===== src/rtl/scs_pkg.sv =====
package scs_pkg;

   localparam int ELEM_W = 16;
   localparam int SIM_W  = 16;

   // Finished sums handed from the accumulator to the ratio unit.
   typedef struct packed {
      logic signed [47:0] dot;
      logic [47:0]        qsq;
      logic [47:0]        dsq;
      logic               norm_mode;
   } sums_type;

   localparam int SUMS_W = $bits(sums_type);

endpackage


===== src/rtl/scs_accum.sv =====
module scs_accum #(
   parameter int MAX_DIMS = 1024
) (
   input  logic                      clock,
   input  logic                      reset,
   input  logic                      csr_normalized_mode,
   input  logic                      in_valid,
   output logic                      in_ready,
   input  logic signed [15:0]        in_q,
   input  logic signed [15:0]        in_d,
   input  logic                      in_last,
   output logic                      out_valid,
   input  logic                      out_ready,
   output scs_pkg::sums_type         out_sums
);

   localparam logic signed [49:0] LIM = 50'(MAX_DIMS) <<< 30;

   logic signed [47:0] dot_ff, dot_in;
   logic signed [47:0] qsq_ff, qsq_in;
   logic signed [47:0] dsq_ff, dsq_in;
   logic               out_valid_ff, out_valid_in;
   scs_pkg::sums_type  sums_ff, sums_in;
   logic signed [31:0] p_qd, p_qq, p_dd;
   logic               take;

   function automatic logic signed [47:0] sat(input logic signed [47:0] a,
                                              input logic signed [31:0] b);
      logic signed [49:0] r;
      r = 50'(a) + 50'(b);
      if (r > LIM) r = LIM;
      if (r < -LIM) r = -LIM;
      return r[47:0];
   endfunction

   assign p_qd = in_q * in_d;
   assign p_qq = in_q * in_q;
   assign p_dd = in_d * in_d;
   assign in_ready = !out_valid_ff || out_ready;
   assign take = in_valid && in_ready;

   always_comb begin
      dot_in = dot_ff;
      qsq_in = qsq_ff;
      dsq_in = dsq_ff;
      sums_in = sums_ff;
      out_valid_in = out_valid_ff && !out_ready;
      if (take) begin
         dot_in = sat(dot_ff, p_qd);
         qsq_in = sat(qsq_ff, p_qq);
         dsq_in = sat(dsq_ff, p_dd);
         if (in_last) begin
            sums_in.dot = dot_in;
            sums_in.qsq = qsq_in;
            sums_in.dsq = dsq_in;
            sums_in.norm_mode = csr_normalized_mode;
            out_valid_in = 1'b1;
            dot_in = '0;
            qsq_in = '0;
            dsq_in = '0;
         end
      end
   end

   always_ff @(posedge clock) begin
      if (reset) begin
         dot_ff <= '0;
         qsq_ff <= '0;
         dsq_ff <= '0;
         out_valid_ff <= 1'b0;
      end else begin
         dot_ff <= dot_in;
         qsq_ff <= qsq_in;
         dsq_ff <= dsq_in;
         out_valid_ff <= out_valid_in;
      end
      sums_ff <= sums_in;
   end

   assign out_valid = out_valid_ff;
   assign out_sums = sums_ff;

endmodule


===== config.mk =====
export PLATFORM = sky130hd
export DESIGN_NAME = scs_accum
export DESIGN_NICKNAME = d
export VERILOG_FILES = /design/src/rtl/scs_pkg.sv /design/src/rtl/scs_accum.sv
export SDC_FILE = /design/constraint.sdc
export NUM_CORES = 2
export LEC_CHECK = 0
export ABC_AREA = 1
export BUFFER_PORTS_ARGS = -buffer_cell sky130_fd_sc_hd__buf_2
export CAP_MARGIN = 40
export CORE_ASPECT_RATIO = 1.1
export CORE_UTILIZATION = 35
export CTS_BUF_LIST = sky130_fd_sc_hd__clkbuf_2
export CTS_CLUSTER_SIZE = 30
export DETAILED_ROUTE_END_ITERATION = 8
export MAX_ROUTING_LAYER = met4
export PLACE_DENSITY_LB_ADDON = 0.05
export SYNTH_ARGS = -nofsm -noshare
export SYNTH_HDL_FRONTEND = slang
export SYNTH_SLANG_ARGS = --single-unit

===== constraint.sdc =====
create_clock -name clock -period 12.1 [get_ports clock]
set_clock_uncertainty 0.2 [all_clocks]
set_input_delay 3.025 -clock clock [delete_from_list [all_inputs] [get_ports clock]]
set_output_delay 3.025 -clock clock [all_outputs]
set_load 0.03 [all_outputs]

Word level (Yosys, flattened, before mapping)
Cells that the tools add are included.
W data, S select, Z words.
{ "word_totals": {"memories": 0, "inputBits": 38, "latchBits": 0, "mem_bits_rw": 0, "register_bits": 290, "romBits": 0, "output_inout_bits": 147} }
{ "classes": {"n_shift": 0, "order_cmp": 6, "reduce_logical": 6, "eq_ne": 0, "n_mul": 3, "addsub": 3, "n_bitwise": 0, "div": 0, "n_mux": 14} }
{ "ops": {"columns": ["op", "n"], "rows": [
  ["$mux W50", 6],
  ["$mux W48", 6],
  ["$lt A50 B41 Y1 const B", 3],
  ["$add A48 B32 Y49", 3],
  ["$gt A49 B42 Y1 const B", 3],
  ["$mul A16 B16 Y32", 3],
  ["$logic_and A1 B1 Y1", 2],
  ["$logic_not A1 Y1", 2],
  ["$mux W1", 2],
  ["$reduce_and A2 Y1", 1],
  ["$logic_or A1 B1 Y1", 1]
]} }

Depth between registers and ports, before layout
{ "depth": {"depth_word": 8, "ltp_mapped": 42, "depth_no_buf": 39} }

Worst setup path after synthesis
No wires, ideal clock.
{ "synth_timing": {"kind": "input-to-reg", "startpoint": "input port in_q[15]", "endpoint": "register sums_ff, in the netlist out_sums[127] (data pin)", "t_arrival_ps": 10561, "path_stages": 34, "path_buffers": 4, "path_slack_ps": 1074, "t_required_ps": 11635, "setup_ps": 265, "cell_sequence": "clkbuf_1 clkbuf_1 buf_1 nand2_1 fa_1 fa_1 fa_1 fa_1 inv_1 fa_1 inv_1 fa_1 inv_1 ha_1 nand2_1 nor2_1 nand2_1 nor2_1 nand3_1 nand3_1 nand2_1 nand2_1 inv_1 nor3_1 nand3_1 nor2_1 nand4_1 ha_1 nand2_4 nand3_2 nand2_4 nand2_1 clkbuf_1 nor2_1"} }
{ "synth_between": {"elab_chain_len": 7} }
{ "synth_lines": {"columns": ["item", "line", "text"], "rows": [
  ["start: declaration", "scs_accum.sv:9", "input logic signed [15:0] in_q,"],
  ["$mul A16 B16 Y32 *", "scs_accum.sv:36", "assign p_qd = in_q * in_d;"],
  ["$add A48 B32 Y49 *", "scs_accum.sv:30", "r = 50'(a) + 50'(b);"],
  ["$gt A49 B42 Y1", "scs_accum.sv:31", "if (r > LIM) r = LIM;"],
  ["$mux W50 *", "scs_accum.sv:31", null],
  ["$mux W50 *", "scs_accum.sv:48", "if (take) begin"],
  ["$lt A50 B41 Y1", "scs_accum.sv:32", "if (r < -LIM) r = -LIM;"],
  ["$mux W48 *", "scs_accum.sv:32", null],
  ["end signal: assignment", "scs_accum.sv:77", "sums_ff <= sums_in;"],
  ["end: declaration", "scs_accum.sv:23", "scs_pkg::sums_type sums_ff, sums_in;"]
]} }
Mark *: on every way between the ends. The rest lies on a longest branch, timed or not. The select of a mux whose other input is x is not followed.
A chain may end at the register's enable or synchronous reset.

Worst setup path after layout
{ "layout_timing": {"startpoint": "input port in_d[1]", "endpoint": "register sums_ff, in the netlist out_sums[7] (data pin)"} }
{ "layout_between": {"elab_chain_len": 7} }
{ "layout_lines": {"columns": ["item", "line", "text"], "rows": [
  ["start: declaration", "scs_accum.sv:10", "input logic signed [15:0] in_d,"],
  ["$mul A16 B16 Y32 *", "scs_accum.sv:38", "assign p_dd = in_d * in_d;"],
  ["$add A48 B32 Y49 *", "scs_accum.sv:30", null],
  ["$gt A49 B42 Y1", "scs_accum.sv:31", null],
  ["$mux W50 *", "scs_accum.sv:31", null],
  ["$mux W50 *", "scs_accum.sv:48", null],
  ["$lt A50 B41 Y1", "scs_accum.sv:32", null],
  ["$mux W48 *", "scs_accum.sv:32", null]
]} }
Marked as above.

==> flow_summary.ini <==
[sta]
setup_tns_ps = 0
max_freq_mhz = 96.5
relSlewSlack = 0.443
tightest_slew_ps = 836
rsz0062_at_grt = no
setup_viol = 0
period_needed_ps = 10360
fin_crit_sh = 0.857
hold_viol_final = 0
slew_violations = 0

[routing]
vias_per_cell = 4.55
first_pass_iters = 5
ant_nets = 0
drc_errors = 0
drt_iter0_drc = 2023
wirelength_um = 171000
wl_per_cell_um = 18.1
num_vias = 42903

[synthesis]
ys_ff_latch = 290
syn_nets = 8586
ys_seq_area_frac = 0.131
synth.most_common_cell = inv_1
ys_types = 43
synth_area_per_cell_um2 = 7.83
syn_inst = 7083
synth_top_area_share = 0.373
ys_top_cells_by_area = fa_1 37%, inv_1 14%, nand2_1 12%
synth_warnings = 0
yosysTopAreaCell = fa_1
synthFlopType = edfxtp_1
synth_area_mm2 = 0.0554
async_reset_ff_frac = 0
synth_edf_count = 145
synthTopCellsByCount = 2,006 x inv_1, 1,763 x nand2_1, 1,034 x fa_1

[finish]
fin_nets = 8771
nFillCells = 16907
layout-drive-gt1-share = 0.0738
stdcell_area_mm2 = 0.0599
finalCoreUtilization = 0.382
area_growth_pct = 8.11

[global_route]
grt_max_degree = 99
grt_overflow_total = 0
first_global_vias = 46055
grt_pass1_wl_um = 269000
antenna_found_initial = 18
grtUsageTotal = 0.227

[placed_design]
dpl_cell_area_mm2 = 0.0590
hpwl_um = 145000
io_buffer_count = 184
routabilityCongestion = 0.949

[floorplan]
die_area_mm2 = 0.160
initial_core_util = 0.354
die_w_um = 381
rows = 152
core-area_mm2 = 0.157
io_pins = 185
die_h_um = 419

[cts]
cts_sinks = 290
cts_setup_buffers = 0
clock_path_buffers = 3
htreeDepth = 3
clk_pin_slew_ps = 100
clock_latency_ps = 1410
cts-root-buf = clkbuf_2
cts_hold_buffers = 0
tritoncts = built
cts_buffers = 94
ctsResizeCount = 0

[min_path]
hp-start = qsq_ff[17]
hp-class = flop to flop

[setup_path]
endpoint_kind = flop
reg2reg_from = dot_ff[15]
crit_top_cell = nand2_1
r2r_slack_ps = 5100
required_ps = 13000
criticalPathCategory = input pin to flop
slowest_delay_ps = 880
startpoint = in_d[1]
critPathSlowestCell = fa_1
cp-start-kind = input pin
cp.arrival_ps = 11260
cp_max_fo = 40

[run]
drv_cap = 0

[status]
outcome = finished clean
## cell families (layout without fill, tap and decap cells)
logic type | Yosys count | after routing | synth area share
other | 0 | 14 | 0
AND/OR/NAND/NOR | 2671 | 2671 | 0.197
AO/OA/AOI/OAI | 358 | 358 | 0.0358
XOR/XNOR | 79 | 79 | 0.0125
buffers and inverters | 2220 | 2482 | 0.153
flip-flops | 290 | 290 | 0.131
adder cells (fa/ha/maj) | 1465 | 1465 | 0.471
## sequential cells by signal, summed over array words and instances, names as in the netlist
register / flops
qsq_ff: 48
out_valid: 1
dsq_ff: 48
dot_ff: 48
out_sums: 145
## path summary, 6_finish.rpt
path | to | cells past startpoint
worst max-delay path | out_sums[7] | 33
worst min-delay path | qsq_ff[17] | 2
worst max register to register | out_sums[123] | 31
worst min register to register | qsq_ff[17] | 2
## metal layers
layer	vias up	routed length, um	track usage
li1	21056	-	-
met1	21023	75400	0.287
met2	640	85200	0.387
met3	184	6680	0.0277
met4	0	3510	0.0493
met5	-	0	-
## placed cells by master, fill, tap and decap left out, types with 22 or more instances in the layout
cell type / n
a21oi_1: 248
buf_2: 183
buf_4: 104
clkbuf_2: 134
clkinv_1: 22
dfxtp_1: 145
edfxtp_1: 145
fa_1: 1031
ha_1: 431
inv_1: 2006
nand2_1: 1761
nand3_1: 201
nand3_2: 25
nand3b_1: 31
nand4_1: 82
nor2_1: 496
nor3_1: 31
o21ai_0: 37
xnor2_1: 36
xor2_1: 43
## area by class of cell
class | count | area, um2 | area share
inverter | 2011 | 7550 | 0.126
tap | 2079 | 2600 | 0.0434
antenna | 14 | 35.0 | 0.000585
clock inverter | 39 | 178 | 0.00296
timing repair buffer | 298 | 1910 | 0.0318
clock buffer | 134 | 671 | 0.0112
multi-input combinational | 4573 | 39700 | 0.663
sequential | 290 | 7260 | 0.121
## worst max-delay path, delay by kind of cell
| family | cells | cell delay [ps] |
|---|---|---|
| adder cells (fa/ha/maj) | 8 | 4530 |
| AND/OR/NAND/NOR | 18 | 2350 |
| buffers and inverters | 7 | 1290 |
## through the flow
stage | std cells | worst slack [ps] | hold slack, ps
2_1_floorplan | 7083 | 1070 | 245
3_3_place_gp | 9249 | 358 | 257
6_report | 9438 | 1740 | 274
4_1_cts | 9424 | 1930 | 276
5_1_grt | 9432 | 1170 | 290
3_5_place_dp | 9251 | 321 | 261
Power is left out: the tool's default activity adds up to more than one toggle a clock period on the data nets, which glitch-free logic cannot reach.
