## config.mk

```make
export PLATFORM = sky130hd
export DESIGN_NAME = scs_fifo
export DESIGN_NICKNAME = d
export VERILOG_FILES = /design/src/rtl/scs_fifo.sv
export SDC_FILE = /design/constraint.sdc
export NUM_CORES = 1
export LEC_CHECK = 0
export ABC_AREA = 1
export BUFFER_PORTS_ARGS = -buffer_cell sky130_fd_sc_hd__buf_2
export CAP_MARGIN = 10
export CORE_MARGIN = 5
export CORE_UTILIZATION = 44
export CTS_CLUSTER_SIZE = 28
export DETAILED_ROUTE_END_ITERATION = 7
export PLACE_DENSITY = 0.81
export SLEW_MARGIN = 20
export SYNTH_ARGS = -nofsm -noshare
export SYNTH_HDL_FRONTEND = slang
export SYNTH_SLANG_ARGS = --single-unit
```

## constraint.sdc

```tcl
create_clock -name clock -period 1.3 [get_ports clock]
set_input_delay 0 -clock clock [delete_from_list [all_inputs] [get_ports clock]]
set_output_delay 0 -clock clock [all_outputs]
set_load 0.01 [all_outputs]
```

## src/rtl/scs_fifo.sv

```systemverilog
module scs_fifo #(
   parameter int WIDTH = 8
) (
   input  logic             clock,
   input  logic             reset,
   input  logic             in_valid,
   output logic             in_ready,
   input  logic [WIDTH-1:0] in_data,
   output logic             out_valid,
   input  logic             out_ready,
   output logic [WIDTH-1:0] out_data
);

   // two-entry queue
   logic [WIDTH-1:0] mem_ff [2];
   logic             wp_ff, rp_ff;
   logic [1:0]       cnt_ff;
   logic             wr, rd;

   assign in_ready = cnt_ff != 2'd2;
   assign out_valid = cnt_ff != 2'd0;
   assign wr = in_valid && in_ready;
   assign rd = out_valid && out_ready;
   assign out_data = mem_ff[rp_ff];

   always_ff @(posedge clock) begin
      if (reset) begin
         wp_ff <= 1'b0;
         rp_ff <= 1'b0;
         cnt_ff <= 2'd0;
      end else begin
         if (wr) wp_ff <= !wp_ff;
         if (rd) rp_ff <= !rp_ff;
         cnt_ff <= cnt_ff + 2'(wr) - 2'(rd);
      end
      if (wr) mem_ff[wp_ff] <= in_data;
   end

endmodule

```

---- Word-level counts from Yosys, hierarchy flattened ----
Memories as Yosys holds them, arrays and structs flattened. A register that Yosys moved wholly into a read port is not among the register bits.
Index checks and enable logic that the tools add are counted.
operators by class
  $add $sub $neg .......................... 2
  equality and inequality tests ........... 1
  muxes and demuxes ....................... 4
  reductions and logical operators ........ 5
operators by type and width
  operator                               number
  two-way mux 1 bit                      4
  adder 2 x 1 -> 2 bit                   1
  logical AND 1 bit                      2
  logical NOT 1 bit                      2
  != test 2 bit (second input constant)  1
  nonzero test 2 bit                     1
  subtractor 2 x 1 -> 2 bit              1
storage, ports and cells
  word-level logic and storage cells ...... 16
  bits in writable memories ............... 16
  memories kept ........................... 1
  output and inout bits ................... 10
  flip-flop bits (word level) ............. 4
  input port bits ......................... 12
memory list
  memory  depth  bits a word  read ports  clocked after memory_dff  write ports  RTL line  RTL
  mem_ff  2      8            1           1                         1            15        logic [WIDTH-1:0] mem_ff [2];

---- Logic depth before layout (Yosys ltp) ----
Gate-level depths: netlist of run 1.
  depth in word-level cells ............... 4
  depth in mapped cells ................... 11
  mapped depth without buffers ............ 11

---- Worst setup path after synthesis of run 1 ----
No wires, ideal clock.
  kind .................................... reg-to-reg
  from .................................... register cnt_ff[0]
  to ...................................... memory mem_ff[0][0], enable pin
  library setup time ...................... 0.370 ns
  required time ........................... 0.930 ns
  arrival ................................. 0.961 ns
  slack ................................... -0.032 ns
  clock period less this slack ............ 1.332 ns
  buffers on the path ..................... 0
  cell stages (with the launch flop) ...... 5
  cells stage by stage .................... dfxtp_1 inv_1 nand2_2 nand2_4 nor2_1
between the ends
  word-level cells in the longest chain between the ends .. 4
ends and longest elaborated chain
  element                                  RTL line  RTL
  start: declaration                       17        logic [1:0] cnt_ff;
  start signal: assignment                 34        cnt_ff <= cnt_ff + 2'(wr) - 2'(rd);
  != test 2 bit                            20        assign in_ready = cnt_ff != 2'd2;
  via in_ready                             7         output logic in_ready,
  logical AND 1 bit                        22        assign wr = in_valid && in_ready;
  two-way mux 1 bit                        36        if (wr) mem_ff[wp_ff] <= in_data;
  two-way mux 1 bit (implied by the code)  36
  end: declaration                         15
The timed path passes the listed nets, and every way through them passes these cells.

---- Worst setup path in the final report of run 1 ----
  from .................................... register cnt_ff[1]
  to ...................................... register cnt_ff[1]
between the ends
  word-level cells in the longest chain between the ends .. 4
  elaborated cells on any way between the ends .. 6
  those cells by class .................... add/sub: 2; eq/ne: 1; reduce/logical: 3
ends and longest elaborated chain
  element                      RTL line
  != test 2 bit                20
  logical AND 1 bit            22
  adder 2 x 1 -> 2 bit         34
  subtractor 2 x 1 -> 2 bit *  34
Mark *: on every way between the ends. The rest lies on a longest branch, timed or not.
A chain may end at the register's enable or synchronous reset.

==> flow_metrics.py, run 1 <==
metrics = {
    "synthesis": {
        "ys_seq_area_share_pct": 69.25,
        "synth_area_um2": 838.3,
        "yosysMostFrequentCell": "edfxtp_1",
        "synth_top_cell_by_area": "edfxtp_1",
        "synthSimpleGateAreaFrac_pct": 12.09,
        "synthCells": 61,
        "ys_warn_count": 0,
        "ys_types": 16,
        "synth_area_leaders": "edfxtp_1 (57%), dfxtp_1 (12%), mux2_2 (11%)",
        "synth_top_family_by_area": "simple AND/OR/NAND/NOR gates",
        "yosys-top-cells-count": "edfxtp_1 (16), inv_1 (8), mux2_2 (8)",
        "synth_xor_area_share_pct": 1.045,
        "synth_compound_area_share_pct": 1.194,
        "muxShareOfSynthArea_pct": 10.75,
        "synth-seq-cells": 21,
        "ys.flop_type": "edfxtp_1",
        "synthArstFlopShare_pct": 0,
        "netlist.area_leader.share_pct": 57.31,
        "synth_edf_count": 16,
        "avgSynthCellArea_um2": 13.74,
        "synth_fa_ha_area_share_pct": 1.493,
        "synthesis.nets": 74,
    },
    "routing": {
        "num_vias": 583,
        "drt-wirelength-per-cell_um": 11.88,
        "drt_iter0_drc": 5,
        "antenna_left": 0,
        "first_pass_iters": 3,
        "post_drt_via_cell_ratio": 4.555,
        "route.detailed.drc": 0,
        "drt-total-wl_um": 1521,
    },
    "cells_and_area": {
        "final_util_pct": 68.09,
        "n_antenna_cell": 0,
        "areaGrowthSynthToFinish_pct": 43.28,
        "drive_above_1_share_pct": 57.28,
        "final_nets": 117,
    },
    "clock_network": {
        "cts_tree": "yes",
        "clk_latency_ns": 0.29,
        "path_clk_slew_ns": 0.10,
        "cts.sinks": 21,
        "htreeDepth": 1,
        "cts_made_buffers": 3,
        "cts-root-buf": "clkbuf_4",
        "cts_buffer_depth": 2,
    },
    "placement": {
        "io_buffers": 21,
        "dpl.hpwl_um": 1032,
        "place_ws_ns": -0.008414,
        "place_congestion": 0.6882,
    },
    "critical_path": {
        "rr_startpoint": "cnt_ff[1]$_SDFF_PP0_",
        "crit_type": "flip-flop to flip-flop",
        "worstSetupEndpointType": "flip-flop",
        "critPathCapture": "cnt_ff[1]$_SDFF_PP0_",
        "worst_path_dominant_cell_family": "simple AND/OR/NAND/NOR gates",
        "reg2reg_slack_ns": 0.008,
        "path_max_fanout": 4,
        "timing.rr.end": "cnt_ff[1]$_SDFF_PP0_",
        "worstSetupPathDepth": 10,
        "startpoint_type": "flip-flop",
        "arrival_ns": 1.49,
        "crit_path_top_delay_cell": "dfxtp_4",
        "required_ns": 1.49,
        "critical_path.max_stage_delay_ns": 0.38,
        "crit_start": "cnt_ff[1]$_SDFF_PP0_",
        "rr_worst_depth": 10,
        "worstPathCellList": "nor2_4 -> nor2_4 -> xnor2_2 -> ha_2 -> inv_2 -> nand2_2 -> nand2_2 -> nand3_2 -> nand2_1 -> nor2_1",
        "critPathBufInv": 1,
    },
    "pwr": {
        "comb_power_share_pct": 40.3,
        "ir_drop_uv": 1463,
        "switching_share_pct": 32.04,
        "intPower_w": 0.001463,
        "pwr-share-clk_pct": 13.6,
        "cellLeakagePower_nw": 0.4986,
        "total_power_w": 0.002153,
        "switchingPower_w": 0.0006896,
        "p_seq_share_pct": 46.1,
        "power.density_mw_per_mm2": 1792,
    },
    "timing": {
        "max_slew_margin_pct": 90.46,
        "hold-worst-slack_ns": 0.01553,
        "setup_viol": 0,
        "rsz0062_at_grt": "yes",
        "worst_pin_slew_ns": 0.1431,
        "clock.fmax_mhz": 774.3,
        "min_period_ns": 1.292,
        "skew_ns": 0.002938,
        "setup_slack_ns": 0.008473,
        "period_share_pct": 99.35,
        "hold_viol_final": 0,
        "finalMaxSlewViolations": 0,
    },
    "die": {
        "coreArea_mm2": 0.001764,
        "start_util_pct": 47.52,
        "die_area_mm2": 0.002878,
        "die_h_um": 53.65,
        "rows": 15,
        "dieWidth_um": 53.65,
        "io_pins": 22,
    },
    "grt": {
        "grt_pass1_wl_um": 2290,
        "grt_overflow_total": 0,
        "gr-usage-all-layers_pct": 11.45,
        "grt_pass1_vias": 607,
        "antenna_found_initial": 0,
        "grt_max_degree": 12,
    },
    "worst_hold_path": {
        "hold_depth": 3,
        "hold_class": "input pin to flip-flop",
    },
    "job": {
        "maxCapViolations": 0,
    },
    "outcome": {
        "status": "finished, final reports clean",
    },
}
-- cell families (layout without fill, tap and decap cells) --
family	Yosys count	after routing
DFF	21	21
AOI/OAI and AO/OA	2	2
buffers and inverters	9	51
adders and majority gates	1	1
xor gates and xnor gates	1	1
and+or+nand+nor	19	19
muxes	8	8
-- sequential cells by signal, summed over array words and instances (netlist names), named ones only --
name,count
wp_ff,1
mem_ff,16
cnt_ff,2
rp_ff,1
-- area by class of cell --
type                            instances  area (um^2)
Inverter                                8        30.03
Timing Repair Buffer                   39        262.8
Fill cell                             151        563.0
Multi-Input combinational cell         31        259.0
Tap cell                               25        31.28
Sequential cell                        21        591.8
Clock buffer                            4        26.28
-- how the worst min path moves through the flow --
stage               start                     end  slack (ns)
3_3_place_gp   in_data[3]  mem_ff[0][3]$_DFFE_PP_        0.19
4_1_cts          in_valid      wp_ff$_SDFFE_PP0P_        0.01
2_1_floorplan       reset    cnt_ff[0]$_SDFF_PP0_        0.06
3_5_place_dp   in_data[4]  mem_ff[1][4]$_DFFE_PP_        0.19
5_1_grt          in_valid      wp_ff$_SDFFE_PP0P_        0.03
6_report         in_valid      wp_ff$_SDFFE_PP0P_        0.02
-- metrics by stage --
step                      setup TNS [ns]  std cells  area, um^2
after floorplan                        0         61       842.1
after global placement                 0        112        1018
after detailed placement       -0.008414        112        1018
after CTS                              0        128        1175
after global routing            -0.08422        128        1201
final                                  0        128        1201
-- routing by layer --
layer / wire [um] / part of all wire, % / up-vias / global-route usage, %
met5: 0 / 0 / - / 0
met3: 94 / 6.2 / 0 / 2.493
met2: 850 / 56 / 16 / 23.27
met1: 576 / 38 / 275 / 11.07
li1: - / - / 292 / -
met4: 0 / 0 / 0 / 3.830
-- layout by cell type (no fill, tap or decap), drive strengths merged --
cell type,n
edfxtp,16
nor2,9
a21oi,2
mux2,8
nor3,1
buf,30
ha,1
clkbuf,4
inv,8
dfxtp,5
dlygate4sd3,9
nand3,1
xnor2,1
nand2,8
-- timing repair --
item,in CTS,in global routing
setup buffers,3,0
endpoints found under the hold margin,19,0
pin swaps,4,7
setup endpoints to repair,9,16
hold buffers,9,0
gates resized for setup,5,10
-- worst min-delay path, cell delays in order --
cell	delay (ns)
buf_2	0.11
a21oi_1	0.07
nor3_2	0.09
-- power by group through the flow --
stage               clock [W]  combinational [W]  sequential (W)
floorplan                   0           0.000471        0.000927
global placement            0           0.000662        0.000962
detailed placement          0           0.000685        0.000971
CTS                  0.000306           0.000815        0.000972
global route         0.000339           0.000961         0.00101
finish               0.000293           0.000867        0.000993
Power figures use the tool's default switching activity.
==> inputs of run 2 (changes only) <==
CORE_ASPECT_RATIO = 0.75   (was not set)
==> flow_metrics.py, run 2 (synthesized netlist as in run 1, its figures left out) <==
metrics = {
    "outcome": {
        "status": "finished with violations",
        "violations": "negative setup slack",
    },
    "clock_network": {
        "cts.sinks": 21,
        "cts_buffer_depth": 2,
        "htreeDepth": 1,
        "clk_latency_ns": 0.29,
        "cts-root-buf": "clkbuf_4",
        "cts_tree": "yes",
        "path_clk_slew_ns": 0.10,
        "cts_made_buffers": 3,
    },
    "placement": {
        "place_congestion": 0.7186,
        "place_ws_ns": -0.02675,
        "io_buffers": 21,
        "place_area_mm2": 0.001015,
        "dpl.hpwl_um": 1103,
    },
    "pwr": {
        "switching_share_pct": 32.32,
        "p_seq_share_pct": 46.8,
        "comb_power_share_pct": 39.5,
        "intPower_w": 0.001442,
        "switchingPower_w": 0.0006885,
        "power.density_mw_per_mm2": 1796,
        "ir_drop_uv": 1291,
        "cellLeakagePower_nw": 0.4965,
        "pwr-share-clk_pct": 13.7,
    },
    "die": {
        "rows": 13,
        "coreArea_mm2": 0.001773,
        "dieWidth_um": 60.40,
        "die_area_mm2": 0.002887,
        "die_h_um": 47.80,
        "io_pins": 22,
        "start_util_pct": 47.28,
    },
    "worst_hold_path": {
        "hold_path_end": "wp_ff$_SDFFE_PP0P_",
        "hold_class": "input pin to flip-flop",
        "hold_depth": 3,
        "holdCritStartpoint": "in_valid",
    },
    "grt": {
        "grt_pass1_vias": 615,
        "grt_max_degree": 13,
        "gr-usage-all-layers_pct": 12.18,
        "grt_overflow_total": 0,
        "antenna_found_initial": 0,
        "grt_pass1_wl_um": 2435,
    },
    "timing": {
        "rsz0062_at_grt": "yes",
        "max_slew_margin_pct": 88.99,
        "min_period_ns": 1.317,
        "worst_pin_slew_ns": 0.1651,
        "skew_ns": 0.003804,
        "hold_viol_final": 0,
        "finalMaxSlewViolations": 0,
        "hold-worst-slack_ns": 0.04415,
        "fin_setup_tns_ns": -0.01724,
        "setup_viol": 1,
        "setup_slack_ns": -0.01724,
        "period_share_pct": 101.3,
        "clock.fmax_mhz": 759.2,
    },
    "critical_path": {
        "path_max_fanout": 4,
        "worstSetupEndpointType": "flip-flop",
        "rr_startpoint": "cnt_ff[1]$_SDFF_PP0_",
        "required_ns": 1.50,
        "crit_type": "flip-flop to flip-flop",
        "reg2reg_slack_ns": -0.02,
        "startpoint_type": "flip-flop",
        "arrival_ns": 1.51,
        "rr_worst_depth": 9,
        "timing.rr.end": "cnt_ff[1]$_SDFF_PP0_",
    },
    "routing": {
        "antenna_left": 0,
        "post_drt_via_cell_ratio": 4.669,
        "first_pass_iters": 4,
        "drt-wirelength-per-cell_um": 12.38,
        "drt-total-wl_um": 1535,
        "num_vias": 579,
        "route.detailed.drc": 0,
        "drt_iter0_drc": 5,
    },
    "cells_and_area": {
        "areaGrowthSynthToFinish_pct": 41.49,
        "largest_reg_flops": 16,
        "multi_input_area_um2": 250.2,
        "top_regs": "mem_ff x16, cnt_ff x2",
        "n_antenna_cell": 0,
        "final_cell_mix": "buf_2 (21), edfxtp_1 (16), dlygate4sd3_1 (9), mux2_2 (8), buf_4 (7)",
        "final_nets": 116,
        "final_area_mm2": 0.001186,
        "drive_above_1_share_pct": 55.88,
        "final_util_pct": 66.90,
        "ff_latch_area_um2": 591.8,
        "top_register": "mem_ff",
        "final_common_cell": "buf_2",
        "fill_cells": 136,
    },
    "job": {
        "maxCapViolations": 0,
    },
}
==> run 2: changes by cell type in the layout (fill, tap and decap cells not counted) <==
cell / previous run / this run
nand3_1: 0 / 1
clkinv_2: 0 / 1
clkbuf_1: 1 / 0
a21oi_1: 1 / 2
nand3_2: 1 / 0
a21oi_2: 1 / 0
buf_6: 0 / 1
buf_4: 9 / 7
==> run 2: worst max path at each step <==
stage,cells after the start,startpoint,slack [ns],endpoint
3_3_place_gp,10,cnt_ff[1]$_SDFF_PP0_,0.03,cnt_ff[1]$_SDFF_PP0_
4_1_cts,9,cnt_ff[1]$_SDFF_PP0_,0.003,cnt_ff[1]$_SDFF_PP0_
2_1_floorplan,11,cnt_ff[0]$_SDFF_PP0_,0.01,cnt_ff[1]$_SDFF_PP0_
3_5_place_dp,10,cnt_ff[1]$_SDFF_PP0_,-0.03,cnt_ff[1]$_SDFF_PP0_
6_report,9,cnt_ff[1]$_SDFF_PP0_,-0.02,cnt_ff[1]$_SDFF_PP0_
5_1_grt,10,cnt_ff[1]$_SDFF_PP0_,-0.13,cnt_ff[1]$_SDFF_PP0_
==> run 2: layer usage <==
| metal | routed length, um | track usage (%) |
|---|---|---|
| met2 | 826 | 24.78 |
| met4 | 0 | 1.327 |
| met1 | 580 | 11.34 |
| met3 | 129 | 6.199 |
| met5 | 0 | 0 |
==> run 2: what timing repair did <==
item                                    4_1_cts  5_1_grt
gates resized for setup                       8        6
endpoints found under the setup margin        9       15
hold buffers                                  9        0
hold endpoints to repair                     19        0
pin swaps                                     3        3
setup buffers                                 1        1
==> run 2: layout make-up <==
class	count	share of cell area, %
flip-flops and latches	21	49.89
repair buffers	38	21.84
multi-input cells	31	21.10
inverters	8	2.532
well taps	22	2.321
clock buffers	3	1.899
clock inverters	1	0.4219
==> run 2: through the flow <==
step	cells	power, W
6_report	124	0.002130
5_1_grt	124	0.002290
4_1_cts	123	0.002081
3_5_place_dp	109	0.001667
3_3_place_gp	109	0.001632
2_1_floorplan	61	0.001398
==> run 2: power by group through the flow <==
stage | Combinational (W) | Sequential (W) | Clock [W]
2_1_floorplan | 0.000471 | 0.000927 | 0
3_3_place_gp | 0.000668 | 0.000964 | 0
3_5_place_dp | 0.000693 | 0.000974 | 0
4_1_cts | 0.000788 | 0.000987 | 0.000307
5_1_grt | 0.000933 | 0.00101 | 0.000342
6_report | 0.000841 | 0.000996 | 0.000293
==> run 2: worst max-delay path: stages (launching register included) <==
cell and delay (ns):
dfxtp_4 0.39, nor2_4 0.14, nor2_4 0.05, xnor2_2 0.12
ha_2 0.21, inv_2 0.04, nand2_2 0.06, nand2_2 0.06
a21oi_1 0.11, nor2_1 0.05
